--- src/sv/owned_timer_event_table_macros.svh ---
// ----------------------------------------------------------------------------
// owned_timer_event_table_macros.svh
// Assertion macros shared by the timer event table RTL.
// ----------------------------------------------------------------------------
`ifndef OWNED_TIMER_EVENT_TABLE_MACROS_SVH
`define OWNED_TIMER_EVENT_TABLE_MACROS_SVH

// Same-cycle implication, disabled while reset is asserted
`define OTE_ASSERT_NOW(label, clk, rst_n, ante, cons, msg) \
    label: assert property (@(posedge clk) disable iff (!rst_n) (ante) |-> (cons)) \
        else $error(msg);

// Next-cycle implication, disabled while reset is asserted
`define OTE_ASSERT_NEXT(label, clk, rst_n, ante, cons, msg) \
    label: assert property (@(posedge clk) disable iff (!rst_n) (ante) |=> (cons)) \
        else $error(msg);

`endif

--- src/sv/ote_pkg.sv ---
// ----------------------------------------------------------------------------
// ote_pkg
// Shared types, codes and field widths of the timer event table.
// ----------------------------------------------------------------------------
package ote_pkg;

    // Field widths of the channel payloads
    localparam int OPCODE_W  = 2;
    localparam int DELAY_W   = 16;
    localparam int TASK_W    = 8;
    localparam int OWNER_W   = 6;
    localparam int ARG_W     = 16;
    localparam int KIND_W    = 3;
    localparam int STATUS_W  = 2;
    localparam int SLOT_W    = 4;
    localparam int REMOVED_W = 5;
    localparam int MAP_W     = 2 ** OWNER_W;

    typedef enum logic [OPCODE_W-1:0] {
        OP_ADD    = 2'd0,
        OP_TICK   = 2'd1,
        OP_CANCEL = 2'd2,
        OP_STATUS = 2'd3
    } t_opcode;

    typedef enum logic [KIND_W-1:0] {
        KIND_ADD     = 3'd0,
        KIND_FIRED   = 3'd1,
        KIND_ABORTED = 3'd2,
        KIND_CANCEL  = 3'd3,
        KIND_STATUS  = 3'd4,
        KIND_TICK    = 3'd5
    } t_kind;

    typedef enum logic [STATUS_W-1:0] {
        ADD_OK     = 2'd0,
        ADD_ABSENT = 2'd1,
        ADD_FULL   = 2'd2
    } t_add_status;

    typedef enum logic [1:0] {
        ST_IDLE,
        ST_SCAN,
        ST_FIN
    } t_state;

    // Controller to datapath
    typedef struct packed {
        logic load;   // latch the accepted beat
        logic step;   // act on the current slot and move on
        logic fin;    // load the closing result
    } t_dp_cmd;

    // Datapath to controller
    typedef struct packed {
        logic skip_scan;  // beat at the input needs no slot walk
        logic emit;       // current slot gives a result
        logic stop;       // add found its free slot
        logic last_slot;  // current slot is the final one
        logic out_free;   // output register can take a result
    } t_dp_status;

endpackage

--- src/sv/ote_if.sv ---
// ----------------------------------------------------------------------------
// ote_if
// Valid/ready channels of the timer event table: request and result beats.
// ----------------------------------------------------------------------------
interface ote_in_if;
    import ote_pkg::*;

    logic                valid;
    logic                ready;
    logic [OPCODE_W-1:0] opcode;
    logic                is_repeating;
    logic [DELAY_W-1:0]  delay_ms;
    logic [TASK_W-1:0]   task_id;
    logic                has_owner;
    logic [OWNER_W-1:0]  owner_id;
    logic [ARG_W-1:0]    argument_tag;
    logic                owner_present;

    modport source (
        output valid, opcode, is_repeating, delay_ms, task_id, has_owner,
               owner_id, argument_tag, owner_present,
        input  ready
    );
    modport sink (
        input  valid, opcode, is_repeating, delay_ms, task_id, has_owner,
               owner_id, argument_tag, owner_present,
        output ready
    );
endinterface

interface ote_out_if;
    import ote_pkg::*;

    logic                 valid;
    logic                 ready;
    logic [KIND_W-1:0]    kind;
    logic [STATUS_W-1:0]  status;
    logic [SLOT_W-1:0]    slot;
    logic [TASK_W-1:0]    task_id_res;
    logic                 has_owner_res;
    logic [OWNER_W-1:0]   owner_id_res;
    logic [ARG_W-1:0]     argument_tag_res;
    logic [REMOVED_W-1:0] removed_count;
    logic                 last;

    modport source (
        output valid, kind, status, slot, task_id_res, has_owner_res,
               owner_id_res, argument_tag_res, removed_count, last,
        input  ready
    );
    modport sink (
        input  valid, kind, status, slot, task_id_res, has_owner_res,
               owner_id_res, argument_tag_res, removed_count, last,
        output ready
    );
endinterface

--- src/sv/ote_ctrl.sv ---
// ----------------------------------------------------------------------------
// ote_ctrl
// Sequencer of the timer event table: accept, walk the slots, close out.
// ----------------------------------------------------------------------------
module ote_ctrl (
    input  logic                i_clk,
    input  logic                i_rst_n,
    input  logic                i_in_valid,
    output logic                o_in_ready,
    input  ote_pkg::t_dp_status i_status,
    output ote_pkg::t_dp_cmd    o_cmd
);
    import ote_pkg::*;

    t_state r_state;
    t_state n_state;
    logic   w_step;

    // Walk one slot per cycle; a slot with a result waits for the output register
    assign w_step = (r_state == ST_SCAN) && (!i_status.emit || i_status.out_free);

    // Hold the state
    always_ff @(posedge i_clk) begin
        if (!i_rst_n) begin
            r_state <= ST_IDLE;
        end else begin
            r_state <= n_state;
        end
    end

    // Next state
    always_comb begin
        n_state = r_state;
        case (r_state)
            ST_IDLE: begin
                if (i_in_valid) begin
                    n_state = i_status.skip_scan ? ST_FIN : ST_SCAN;
                end
            end
            ST_SCAN: begin
                if (w_step && (i_status.stop || i_status.last_slot)) begin
                    n_state = ST_FIN;
                end
            end
            ST_FIN: begin
                if (i_status.out_free) begin
                    n_state = ST_IDLE;
                end
            end
            default: begin
                n_state = ST_IDLE;
            end
        endcase
    end

    // Commands and handshake
    always_comb begin
        o_in_ready = 1'b0;
        o_cmd      = '0;
        case (r_state)
            ST_IDLE: begin
                o_in_ready = 1'b1;
                o_cmd.load = i_in_valid;
            end
            ST_SCAN: begin
                o_cmd.step = w_step;
            end
            ST_FIN: begin
                o_cmd.fin = i_status.out_free;
            end
            default: begin
                o_in_ready = 1'b0;
            end
        endcase
    end

endmodule

--- src/sv/ote_dp.sv ---
// ----------------------------------------------------------------------------
// ote_dp
// Datapath of the timer event table: slot memory, valid bits, owner map,
// slot walk index and output register.
// ----------------------------------------------------------------------------
module ote_dp #(
    parameter int SLOTS      = 16,
    parameter int OWNERS     = 64,
    parameter int DELAY_BITS = 16
) (
    input  logic                              i_clk,
    input  logic                              i_rst_n,
    input  ote_pkg::t_dp_cmd                  i_cmd,
    output ote_pkg::t_dp_status               o_status,
    // request payload
    input  logic [ote_pkg::OPCODE_W-1:0]      i_opcode,
    input  logic                              i_is_repeating,
    input  logic [ote_pkg::DELAY_W-1:0]       i_delay_ms,
    input  logic [ote_pkg::TASK_W-1:0]        i_task_id,
    input  logic                              i_has_owner,
    input  logic [ote_pkg::OWNER_W-1:0]       i_owner_id,
    input  logic [ote_pkg::ARG_W-1:0]         i_argument_tag,
    input  logic                              i_owner_present,
    // result side
    input  logic                              i_out_ready,
    output logic                              o_out_valid,
    output logic [ote_pkg::KIND_W-1:0]        o_kind,
    output logic [ote_pkg::STATUS_W-1:0]      o_status_code,
    output logic [ote_pkg::SLOT_W-1:0]        o_slot,
    output logic [ote_pkg::TASK_W-1:0]        o_task_id_res,
    output logic                              o_has_owner_res,
    output logic [ote_pkg::OWNER_W-1:0]       o_owner_id_res,
    output logic [ote_pkg::ARG_W-1:0]         o_argument_tag_res,
    output logic [ote_pkg::REMOVED_W-1:0]     o_removed_count,
    output logic                              o_last
);
    import ote_pkg::*;

    localparam int IW = $clog2(SLOTS);

    typedef struct packed {
        logic                  repeating;
        logic [DELAY_BITS-1:0] remaining;
        logic [DELAY_BITS-1:0] period;
        logic [TASK_W-1:0]     task_id;
        logic                  owned;
        logic [OWNER_W-1:0]    owner;
        logic [ARG_W-1:0]      arg;
    } t_entry;

    // Slot memory and its registered read port
    t_entry mem [SLOTS];
    t_entry r_rd;

    logic [IW-1:0]     r_idx;
    logic [IW-1:0]     n_idx;
    logic [SLOTS-1:0]  r_valid;
    logic [OWNERS-1:0] r_map;
    t_opcode           r_op;
    logic [OWNER_W-1:0] r_owner;
    t_entry            r_new;
    t_add_status       r_add_status;
    logic [IW-1:0]     r_add_slot;
    logic [REMOVED_W-1:0] r_removed;

    // Output register
    logic                 r_out_valid;
    t_kind                r_kind;
    t_add_status          r_status_code;
    logic [SLOT_W-1:0]    r_slot;
    logic [TASK_W-1:0]    r_task;
    logic                 r_owned;
    logic [OWNER_W-1:0]   r_owner_res;
    logic [ARG_W-1:0]     r_arg;
    logic [REMOVED_W-1:0] r_removed_res;
    logic                 r_last;

    logic [MAP_W-1:0]      w_map_ext;
    logic                  w_in_absent;
    logic                  w_cur_valid;
    logic [DELAY_BITS-1:0] w_rem_dec;
    logic                  w_due;
    logic                  w_alive;
    logic                  w_last_slot;
    logic                  w_is_add;
    logic                  w_is_tick;
    logic                  w_is_cancel;
    logic                  w_cancel_hit;
    logic                  w_rearm;
    logic                  w_we;
    t_entry                w_wdata;
    logic                  w_out_load;

    // Owners beyond the map read as absent
    assign w_map_ext   = MAP_W'(r_map);
    assign w_in_absent = i_has_owner && !w_map_ext[i_owner_id];

    // Decode the current slot
    assign w_is_add     = (r_op == OP_ADD);
    assign w_is_tick    = (r_op == OP_TICK);
    assign w_is_cancel  = (r_op == OP_CANCEL);
    assign w_cur_valid  = r_valid[r_idx];
    assign w_rem_dec    = (r_rd.remaining != '0) ? r_rd.remaining - 1'b1 : '0;
    assign w_due        = w_cur_valid && (w_rem_dec == '0);
    assign w_alive      = !r_rd.owned || w_map_ext[r_rd.owner];
    assign w_rearm      = w_alive && r_rd.repeating;
    assign w_last_slot  = (r_idx == IW'(SLOTS - 1));
    assign w_cancel_hit = w_cur_valid && r_rd.owned && (r_rd.owner == r_owner);

    // Status towards the controller
    always_comb begin
        o_status.skip_scan = (t_opcode'(i_opcode) == OP_STATUS) ||
                             ((t_opcode'(i_opcode) == OP_ADD) && w_in_absent);
        o_status.emit      = w_is_tick && w_due;
        o_status.stop      = w_is_add && !w_cur_valid;
        o_status.last_slot = w_last_slot;
        o_status.out_free  = !r_out_valid || i_out_ready;
    end

    // Advance the walk index; it rests at zero between beats
    always_comb begin
        n_idx = r_idx;
        if (i_cmd.step) begin
            n_idx = (o_status.stop || w_last_slot) ? '0 : r_idx + 1'b1;
        end
    end

    // Write back: a new entry on add, the counted-down entry on tick
    always_comb begin
        w_we    = i_cmd.step && ((w_is_tick && w_cur_valid) || (w_is_add && !w_cur_valid));
        w_wdata = r_rd;
        if (w_is_add) begin
            w_wdata = r_new;
        end else begin
            w_wdata.remaining = w_due ? r_rd.period : w_rem_dec;
        end
    end

    // Slot memory: one write, one registered read at the next index
    always_ff @(posedge i_clk) begin
        if (w_we) begin
            mem[r_idx] <= w_wdata;
        end
        r_rd <= mem[n_idx];
    end

    // Walk index, valid bits and owner map
    always_ff @(posedge i_clk) begin
        if (!i_rst_n) begin
            r_idx   <= '0;
            r_valid <= '0;
            r_map   <= '0;
        end else begin
            r_idx <= n_idx;
            if (i_cmd.step) begin
                if (w_is_tick && w_due && !w_rearm) begin
                    r_valid[r_idx] <= 1'b0;
                end else if (w_is_cancel && w_cancel_hit) begin
                    r_valid[r_idx] <= 1'b0;
                end else if (w_is_add && !w_cur_valid) begin
                    r_valid[r_idx] <= 1'b1;
                end
            end
            if (i_cmd.load && (t_opcode'(i_opcode) == OP_STATUS)) begin
                for (int i = 0; i < OWNERS; i++) begin
                    if (i_owner_id == OWNER_W'(i)) begin
                        r_map[i] <= i_owner_present;
                    end
                end
            end
        end
    end

    // Latch the beat and keep the per-beat tallies
    always_ff @(posedge i_clk) begin
        if (i_cmd.load) begin
            r_op               <= t_opcode'(i_opcode);
            r_owner            <= i_owner_id;
            r_new.repeating    <= i_is_repeating;
            r_new.remaining    <= DELAY_BITS'(i_delay_ms);
            r_new.period       <= DELAY_BITS'(i_delay_ms);
            r_new.task_id      <= i_task_id;
            r_new.owned        <= i_has_owner;
            r_new.owner        <= i_has_owner ? i_owner_id : '0;
            r_new.arg          <= i_argument_tag;
            r_add_status       <= w_in_absent ? ADD_ABSENT : ADD_FULL;
            r_add_slot         <= '0;
            r_removed          <= '0;
        end else if (i_cmd.step) begin
            if (w_is_add && !w_cur_valid) begin
                r_add_status <= ADD_OK;
                r_add_slot   <= r_idx;
            end
            if (w_is_cancel && w_cancel_hit) begin
                r_removed <= r_removed + 1'b1;
            end
        end
    end

    assign w_out_load = (i_cmd.step && o_status.emit) || i_cmd.fin;

    // Output valid: set on load, drop once the beat is taken
    always_ff @(posedge i_clk) begin
        if (!i_rst_n) begin
            r_out_valid <= 1'b0;
        end else if (w_out_load) begin
            r_out_valid <= 1'b1;
        end else if (i_out_ready) begin
            r_out_valid <= 1'b0;
        end
    end

    // Output payload: a due event, or the closing result of the beat
    always_ff @(posedge i_clk) begin
        if (i_cmd.step && o_status.emit) begin
            r_kind        <= w_alive ? KIND_FIRED : KIND_ABORTED;
            r_status_code <= ADD_OK;
            r_slot        <= SLOT_W'(r_idx);
            r_task        <= r_rd.task_id;
            r_owned       <= r_rd.owned;
            r_owner_res   <= r_rd.owner;
            r_arg         <= r_rd.arg;
            r_removed_res <= '0;
            r_last        <= 1'b0;
        end else if (i_cmd.fin) begin
            r_status_code <= ADD_OK;
            r_slot        <= '0;
            r_task        <= '0;
            r_owned       <= 1'b0;
            r_owner_res   <= '0;
            r_arg         <= '0;
            r_removed_res <= '0;
            r_last        <= 1'b1;
            case (r_op)
                OP_ADD: begin
                    r_kind        <= KIND_ADD;
                    r_status_code <= r_add_status;
                    r_slot        <= SLOT_W'(r_add_slot);
                end
                OP_TICK: begin
                    r_kind <= KIND_TICK;
                end
                OP_CANCEL: begin
                    r_kind        <= KIND_CANCEL;
                    r_removed_res <= r_removed;
                end
                default: begin
                    r_kind <= KIND_STATUS;
                end
            endcase
        end
    end

    assign o_out_valid        = r_out_valid;
    assign o_kind             = r_kind;
    assign o_status_code      = r_status_code;
    assign o_slot             = r_slot;
    assign o_task_id_res      = r_task;
    assign o_has_owner_res    = r_owned;
    assign o_owner_id_res     = r_owner_res;
    assign o_argument_tag_res = r_arg;
    assign o_removed_count    = r_removed_res;
    assign o_last             = r_last;

endmodule

--- src/sv/owned_timer_event_table.sv ---
// ----------------------------------------------------------------------------
// owned_timer_event_table
// Table of pending one-shot and repeating timed events with owner tracking.
//
//   channel  dir  handshake          beat carries
//   i_in     in   valid/ready        opcode and request fields
//   o_out    out  valid/ready        one result (several per tick)
//
// One request at a time. Add, tick and cancel walk the slot memory one slot
// per cycle unless the walk is held, an add stopping early at free slot k;
// a status op or a refused add skips the walk and goes straight to close.
// Each due event on a tick holds the walk until the output register is free,
// and the closing result of every request waits for it likewise.
// Synchronous reset clears valid bits and the owner map; no clearing pass.
// ----------------------------------------------------------------------------
`include "owned_timer_event_table_macros.svh"

module owned_timer_event_table #(
    parameter int SLOTS      = 16,
    parameter int OWNERS     = 64,
    parameter int DELAY_BITS = 16
) (
    input  logic        i_clk,
    input  logic        i_rst_n,
    ote_in_if.sink      i_in,
    ote_out_if.source   o_out
);
    import ote_pkg::*;

    t_dp_cmd    w_cmd;
    t_dp_status w_status;

    // Sequencer
    ote_ctrl u_ctrl (
        .i_clk      (i_clk),
        .i_rst_n    (i_rst_n),
        .i_in_valid (i_in.valid),
        .o_in_ready (i_in.ready),
        .i_status   (w_status),
        .o_cmd      (w_cmd)
    );

    // Slot store and result register
    ote_dp #(
        .SLOTS      (SLOTS),
        .OWNERS     (OWNERS),
        .DELAY_BITS (DELAY_BITS)
    ) u_dp (
        .i_clk              (i_clk),
        .i_rst_n            (i_rst_n),
        .i_cmd              (w_cmd),
        .o_status           (w_status),
        .i_opcode           (i_in.opcode),
        .i_is_repeating     (i_in.is_repeating),
        .i_delay_ms         (i_in.delay_ms),
        .i_task_id          (i_in.task_id),
        .i_has_owner        (i_in.has_owner),
        .i_owner_id         (i_in.owner_id),
        .i_argument_tag     (i_in.argument_tag),
        .i_owner_present    (i_in.owner_present),
        .i_out_ready        (o_out.ready),
        .o_out_valid        (o_out.valid),
        .o_kind             (o_out.kind),
        .o_status_code      (o_out.status),
        .o_slot             (o_out.slot),
        .o_task_id_res      (o_out.task_id_res),
        .o_has_owner_res    (o_out.has_owner_res),
        .o_owner_id_res     (o_out.owner_id_res),
        .o_argument_tag_res (o_out.argument_tag_res),
        .o_removed_count    (o_out.removed_count),
        .o_last             (o_out.last)
    );

    // Checks
    `OTE_ASSERT_NEXT(a_one_at_a_time, i_clk, i_rst_n, i_in.valid && i_in.ready, !i_in.ready, "request accepted while another is in flight")
    `OTE_ASSERT_NEXT(a_ready_after_close, i_clk, i_rst_n, w_cmd.fin, i_in.ready, "not ready after the closing result")
    `OTE_ASSERT_NOW(a_last_matches_kind, i_clk, i_rst_n, o_out.valid, o_out.last == ((o_out.kind != KIND_FIRED) && (o_out.kind != KIND_ABORTED)), "last flag disagrees with result kind")

endmodule
--- src/flat_wrapper.sv ---
// flat-port wrapper written by rule: the top's interface ports become plain ports
module owned_timer_event_table_flat import ote_pkg::*;
#(
    parameter int SLOTS      = 16,
    parameter int OWNERS     = 64,
    parameter int DELAY_BITS = 16
)
  (i_clk, i_rst_n, i_in_valid, i_in_opcode, i_in_is_repeating, i_in_delay_ms, i_in_task_id, i_in_has_owner, i_in_owner_id, i_in_argument_tag, i_in_owner_present, i_in_ready, o_out_valid, o_out_kind, o_out_status, o_out_slot, o_out_task_id_res, o_out_has_owner_res, o_out_owner_id_res, o_out_argument_tag_res, o_out_removed_count, o_out_last, o_out_ready);
  ote_in_if i_in_i ();
  ote_out_if o_out_i ();
  input  logic i_clk;
  input  logic i_rst_n;
  input wire logic [$bits(i_in_i.valid)-1:0] i_in_valid;
  input wire logic [$bits(i_in_i.opcode)-1:0] i_in_opcode;
  input wire logic [$bits(i_in_i.is_repeating)-1:0] i_in_is_repeating;
  input wire logic [$bits(i_in_i.delay_ms)-1:0] i_in_delay_ms;
  input wire logic [$bits(i_in_i.task_id)-1:0] i_in_task_id;
  input wire logic [$bits(i_in_i.has_owner)-1:0] i_in_has_owner;
  input wire logic [$bits(i_in_i.owner_id)-1:0] i_in_owner_id;
  input wire logic [$bits(i_in_i.argument_tag)-1:0] i_in_argument_tag;
  input wire logic [$bits(i_in_i.owner_present)-1:0] i_in_owner_present;
  output wire logic [$bits(i_in_i.ready)-1:0] i_in_ready;
  output wire logic [$bits(o_out_i.valid)-1:0] o_out_valid;
  output wire logic [$bits(o_out_i.kind)-1:0] o_out_kind;
  output wire logic [$bits(o_out_i.status)-1:0] o_out_status;
  output wire logic [$bits(o_out_i.slot)-1:0] o_out_slot;
  output wire logic [$bits(o_out_i.task_id_res)-1:0] o_out_task_id_res;
  output wire logic [$bits(o_out_i.has_owner_res)-1:0] o_out_has_owner_res;
  output wire logic [$bits(o_out_i.owner_id_res)-1:0] o_out_owner_id_res;
  output wire logic [$bits(o_out_i.argument_tag_res)-1:0] o_out_argument_tag_res;
  output wire logic [$bits(o_out_i.removed_count)-1:0] o_out_removed_count;
  output wire logic [$bits(o_out_i.last)-1:0] o_out_last;
  input wire logic [$bits(o_out_i.ready)-1:0] o_out_ready;
  assign i_in_i.valid = i_in_valid;
  assign i_in_i.opcode = i_in_opcode;
  assign i_in_i.is_repeating = i_in_is_repeating;
  assign i_in_i.delay_ms = i_in_delay_ms;
  assign i_in_i.task_id = i_in_task_id;
  assign i_in_i.has_owner = i_in_has_owner;
  assign i_in_i.owner_id = i_in_owner_id;
  assign i_in_i.argument_tag = i_in_argument_tag;
  assign i_in_i.owner_present = i_in_owner_present;
  assign i_in_ready = i_in_i.ready;
  assign o_out_valid = o_out_i.valid;
  assign o_out_kind = o_out_i.kind;
  assign o_out_status = o_out_i.status;
  assign o_out_slot = o_out_i.slot;
  assign o_out_task_id_res = o_out_i.task_id_res;
  assign o_out_has_owner_res = o_out_i.has_owner_res;
  assign o_out_owner_id_res = o_out_i.owner_id_res;
  assign o_out_argument_tag_res = o_out_i.argument_tag_res;
  assign o_out_removed_count = o_out_i.removed_count;
  assign o_out_last = o_out_i.last;
  assign o_out_i.ready = o_out_ready;
  owned_timer_event_table #(.SLOTS(SLOTS), .OWNERS(OWNERS), .DELAY_BITS(DELAY_BITS)) u_core (.i_clk(i_clk), .i_rst_n(i_rst_n), .i_in(i_in_i), .o_out(o_out_i));
endmodule
--- config.mk ---
export PLATFORM = sky130hd
export DESIGN_NAME = owned_timer_event_table_flat
export DESIGN_NICKNAME = d
export VERILOG_FILES = /design/src/sv/ote_pkg.sv /design/src/sv/ote_if.sv /design/src/sv/ote_ctrl.sv /design/src/sv/ote_dp.sv /design/src/sv/owned_timer_event_table.sv /design/src/flat_wrapper.sv
export VERILOG_INCLUDE_DIRS = /design/src /design/src/sv
export SDC_FILE = /design/constraint.sdc
export NUM_CORES = 2
export LEC_CHECK = 0
export BUFFER_PORTS_ARGS = -buffer_cell sky130_fd_sc_hd__buf_2
export CORE_ASPECT_RATIO = 0.7
export CORE_MARGIN = 8
export CORE_UTILIZATION = 65
export DETAILED_ROUTE_END_ITERATION = 8
export HOLD_SLACK_MARGIN = 0.02
export PLACE_DENSITY = 0.82
export REMOVE_ABC_BUFFERS = 1
export SLEW_MARGIN = 0
export SYNTH_ARGS = -nofsm -noshare
export SYNTH_HDL_FRONTEND = slang
export SYNTH_SLANG_ARGS = --single-unit
--- constraint.sdc ---
create_clock -name i_clk -period 19.3 [get_ports i_clk]
set_clock_uncertainty 0.2 [all_clocks]
set_input_delay 0 -clock i_clk [delete_from_list [all_inputs] [get_ports i_clk]]
set_output_delay 0 -clock i_clk [all_outputs]
set_load 0.005 [all_outputs]
==> reports/metrics.yaml <==
worst_setup_path:
  cp_slowest_stage_delay_ns: 0.84
  cpMostUsedCell: "buf_12"
  rr_startpoint: "u_core.u_dp.r_rd[47]$_DFF_P_"
  path_max_fanout: 224
  r2r_end: "u_core.u_dp.r_rd[39]$_DFF_P_"
  critPathKind: "reg2reg"
  crit_path_start_kind: "register"
  crit_buf_inv: 4
  reg2reg_depth: 14
  slowest_stage: "nor2b_1"
  worstSetupEndpointType: "register"
  r2r_slack_ns: 12.61
  path_cells: "inv_1 > ha_1 > nor3b_1 > nand3_1 > nor2b_1 > a41o_1 > a2111o_1 > and2_4 > buf_12 > buf_12 > buf_4 > a21oi_1 > a32o_1 > o221ai_1"
  critical-path-top-delay-family: "buffers and inverters"
  required_ns: 19.71
  crit_arrival_ns: 7.10
synth:
  synth-seq-cells: 1288
  synth_edf_count: 1120
  synth_top_area_share: 0.658
  synth.top_cells.by_area: "edfxtp_1 (66%), nand2_1 (7.8%), dfxtp_1 (6.6%), a21oi_1 (4.1%), a32o_1 (2.5%)"
  yosysSeqAreaShare: 0.724
  syn_avg_cell_area_um2: 13.2
  synth_top_flop_cell: "edfxtp_1"
  synth_async_sr_flop_share: 0
  synth_area_leader_cell: "edfxtp_1"
  ys_warn_count: 0
  yosysMostFrequentCell: "edfxtp_1"
  synthTopCellsByCount: "edfxtp_1 (1120), nand2_1 (1059), a21oi_1 (420)"
  synth_area_um2: 51100
  syn-instance-count: 3877
  synth_cell_types: 62
power_and_ir_drop:
  p_leak_nw: 19.0
  irDropWorstVdd_uv: 92.0
  power.density_nw_per_um2: 121
worst_hold_path:
  hp-class: "in2reg"
  min_to: "u_core.u_dp.o_out_valid$_SDFFE_PN0P_"
  min_from: "o_out_ready"
  worstHoldPathCells: 4
cts:
  insertion_delay_ns: 0.69
  htree_levels: 3
  cts_buffer_depth: 3
  cts_buffers: 111
  postCtsSetupRepairBufs: 0
  root_buffer: "clkbuf_16"
  cts.sinks: 1288
  cts_tree: "built"
  cts.clk_slew.worst_paths_ns: 0.07
status:
  outcome: "finished, final reports clean"
final_layout:
  nNetsFinal: 4051
  register_area_um2: 37000
  syn2layout_area_growth_pct: 12.0
  multi_input_area_um2: 13100
  fillerInstances: 4703
  final_layout_size_suffix_gt1_frac: 0.110
  antenna_cells: 0
  utilization: 0.732
routing:
  vias_per_cell: 6.51
  vias: 33400
  drtAntennaViolNets: 0
  route.detailed.drc: 0
  drt_iter0_drc: 5040
  postRouteWirelength_um: 128000
  dr.pass1.iters: 8
  post_drt_wl_per_cell_um: 25.0
floorplan:
  rows: 86
  dieHeight_um: 251
  dieArea_um2: 88000
  boundaryPins: 103
  start_util: 0.653
  core_um2: 78200
  fp.dieW_um: 351
timing:
  finalCriticalPeriod_ns: 6.69
  drv_slew: 0
  rsz0062_at_grt: "no"
  hold_viol_final: 0
  slew-limit-headroom: 0.129
  fin_crit_sh: 0.347
  clock.fmax_mhz: 149
  fin_setup_tns_ns: 0
  setup_viol: 0
  tightest_slew_ns: 1.30
placement:
  port-buffer-count: 102
  dp_hpwl_um: 63100
  place.gp.congestion: 0.860
global_route:
  grtUsageMet1: 0.397
  grtUsageMet2: 0.450
  gr-usage-all-layers: 0.285
  grt_max_degree: 225
  antenna_found_initial: 1
  grt_use_met3: 0.0575
  top_usage_layer: "met2"
  grt_overflow: 0
  grt_pass1_wl_um: 193000
  grt_pass1_vias: 32900
flow_run:
  drv_cap: 0
flip-flops by register name (all words and copies together) (netlist names), 3 cells and up, named ones only:
name,flops
u_core.u_dp.o_owner_id_res,6
u_core.u_dp.r_add_slot,4
u_core.u_dp.o_slot,4
u_core.u_dp.r_rd,64
u_core.u_dp.r_new,48
u_core.u_dp.o_task_id_res,8
u_core.u_dp.r_owner,6
u_core.u_dp.o_removed_count,5
u_core.u_dp.o_kind,3
u_core.u_dp.r_idx,4
u_core.u_dp.r_map,64
u_core.u_dp.mem,1024
u_core.u_dp.o_argument_tag_res,16
u_core.u_dp.r_removed,5
report_power, final:
part	switching [W]	internal, W
Combinational	0.000809	0.000350
Clock	0.000989	0.00135
Sequential	0.0000812	0.00334
Total	0.00188	0.00504
timing repair:
| action | in CTS | in global routing |
|---|---|---|
| resized for setup | 0 | 0 |
| hold buffers | 103 | 0 |
| hold endpoints to repair | 158 | 0 |
worst max path at each step:
stage               slack (ns)                           from  cells past startpoint                      endpoint
floorplan                 6.39  u_core.u_dp.r_op[0]$_DFFE_PP_                     11   u_core.u_dp.r_rd[4]$_DFF_P_
detailed placement       12.82   u_core.u_dp.r_rd[47]$_DFF_P_                     14  u_core.u_dp.r_rd[39]$_DFF_P_
finish                   12.61   u_core.u_dp.r_rd[47]$_DFF_P_                     14  u_core.u_dp.r_rd[39]$_DFF_P_
global route             12.15   u_core.u_dp.r_rd[47]$_DFF_P_                     14  u_core.u_dp.r_rd[42]$_DFF_P_
CTS                      12.78   u_core.u_dp.r_rd[47]$_DFF_P_                     14  u_core.u_dp.r_rd[39]$_DFF_P_
global placement         13.17   u_core.u_dp.r_rd[47]$_DFF_P_                     14  u_core.u_dp.r_rd[56]$_DFF_P_
stage by stage:
step	std cells	power [W]	hold slack (ns)	setup slack (ns)	instance area (um^2)
CTS	5139	0.00690	0.0408	12.78	57300
global route	5139	0.00714	0.0789	12.15	57300
floorplan	3617	0.00439	-0.101	6.39	49900
detailed placement	4825	0.00458	-0.0219	12.82	52400
finish	5139	0.00692	0.0910	12.61	57300
global placement	4825	0.00453	-0.0232	13.17	52400
layout make-up:
cell class                 instances  share of cell area
sequential                      1288               0.646
multi-input combinational       2302               0.228
clock buffer                     160              0.0557
timing repair buffer             255              0.0341
tap                             1056              0.0231
clock inverter                    51              0.0111
inverter                          27             0.00179
placed cells by master (no fill, tap or decap), drive strengths merged, types with 3 or more instances in the layout:
cell type | synthesis | layout
edfxtp | 1120 | 1120
nand2 | 1060 | 1060
a21oi | 420 | 420
dfxtp | 168 | 168
clkbuf | 142 | 160
buf | 118 | 152
a32o | 128 | 128
dlygate4sd3 | 0 | 103
nor2 | 94 | 94
nor4 | 71 | 71
nand3 | 69 | 69
o221ai | 64 | 64
a21boi | 55 | 55
and2 | 47 | 47
mux2 | 46 | 46
mux4 | 45 | 45
o21ai | 39 | 39
clkinv | 0 | 34
inv | 27 | 27
mux2i | 20 | 20
nor2b | 16 | 16
bufinv | 0 | 15
a31oi | 14 | 14
nor3 | 14 | 14
ha | 11 | 11
xor2 | 9 | 9
a211oi | 9 | 9
nand2b | 7 | 7
nand4 | 7 | 7
xnor2 | 6 | 6
or2 | 6 | 6
and3 | 6 | 6
a41oi | 5 | 5
or4 | 3 | 3
nor4b | 3 | 3
o41ai | 3 | 3
worst register-to-register path, delay by kind of cell, from the launching register on:
family	cells	cell delay, ns
buffers and inverters	4	2.44
AND/OR/NAND/NOR	4	1.97
AO/OA/AOI/OAI	5	1.46
flip-flops	1	0.35
adder cells (fa/ha/maj)	1	0.19
cell families after synthesis:
family / synth area share
flops: 0.724
buf+inv: 0.0247
fa+ha+maj: 0.00269
simple gates: 0.115
compound gates: 0.0971
mux: 0.0339
xor+xnor: 0.00257
metal layers:
metal | up-vias | wire length (um)
met5 | - | 0
met4 | 0 | 4140
met3 | 336 | 14600
met2 | 2268 | 61200
met1 | 16300 | 48500
li1 | 14500 | -
(Power assumes the default switching activity.)
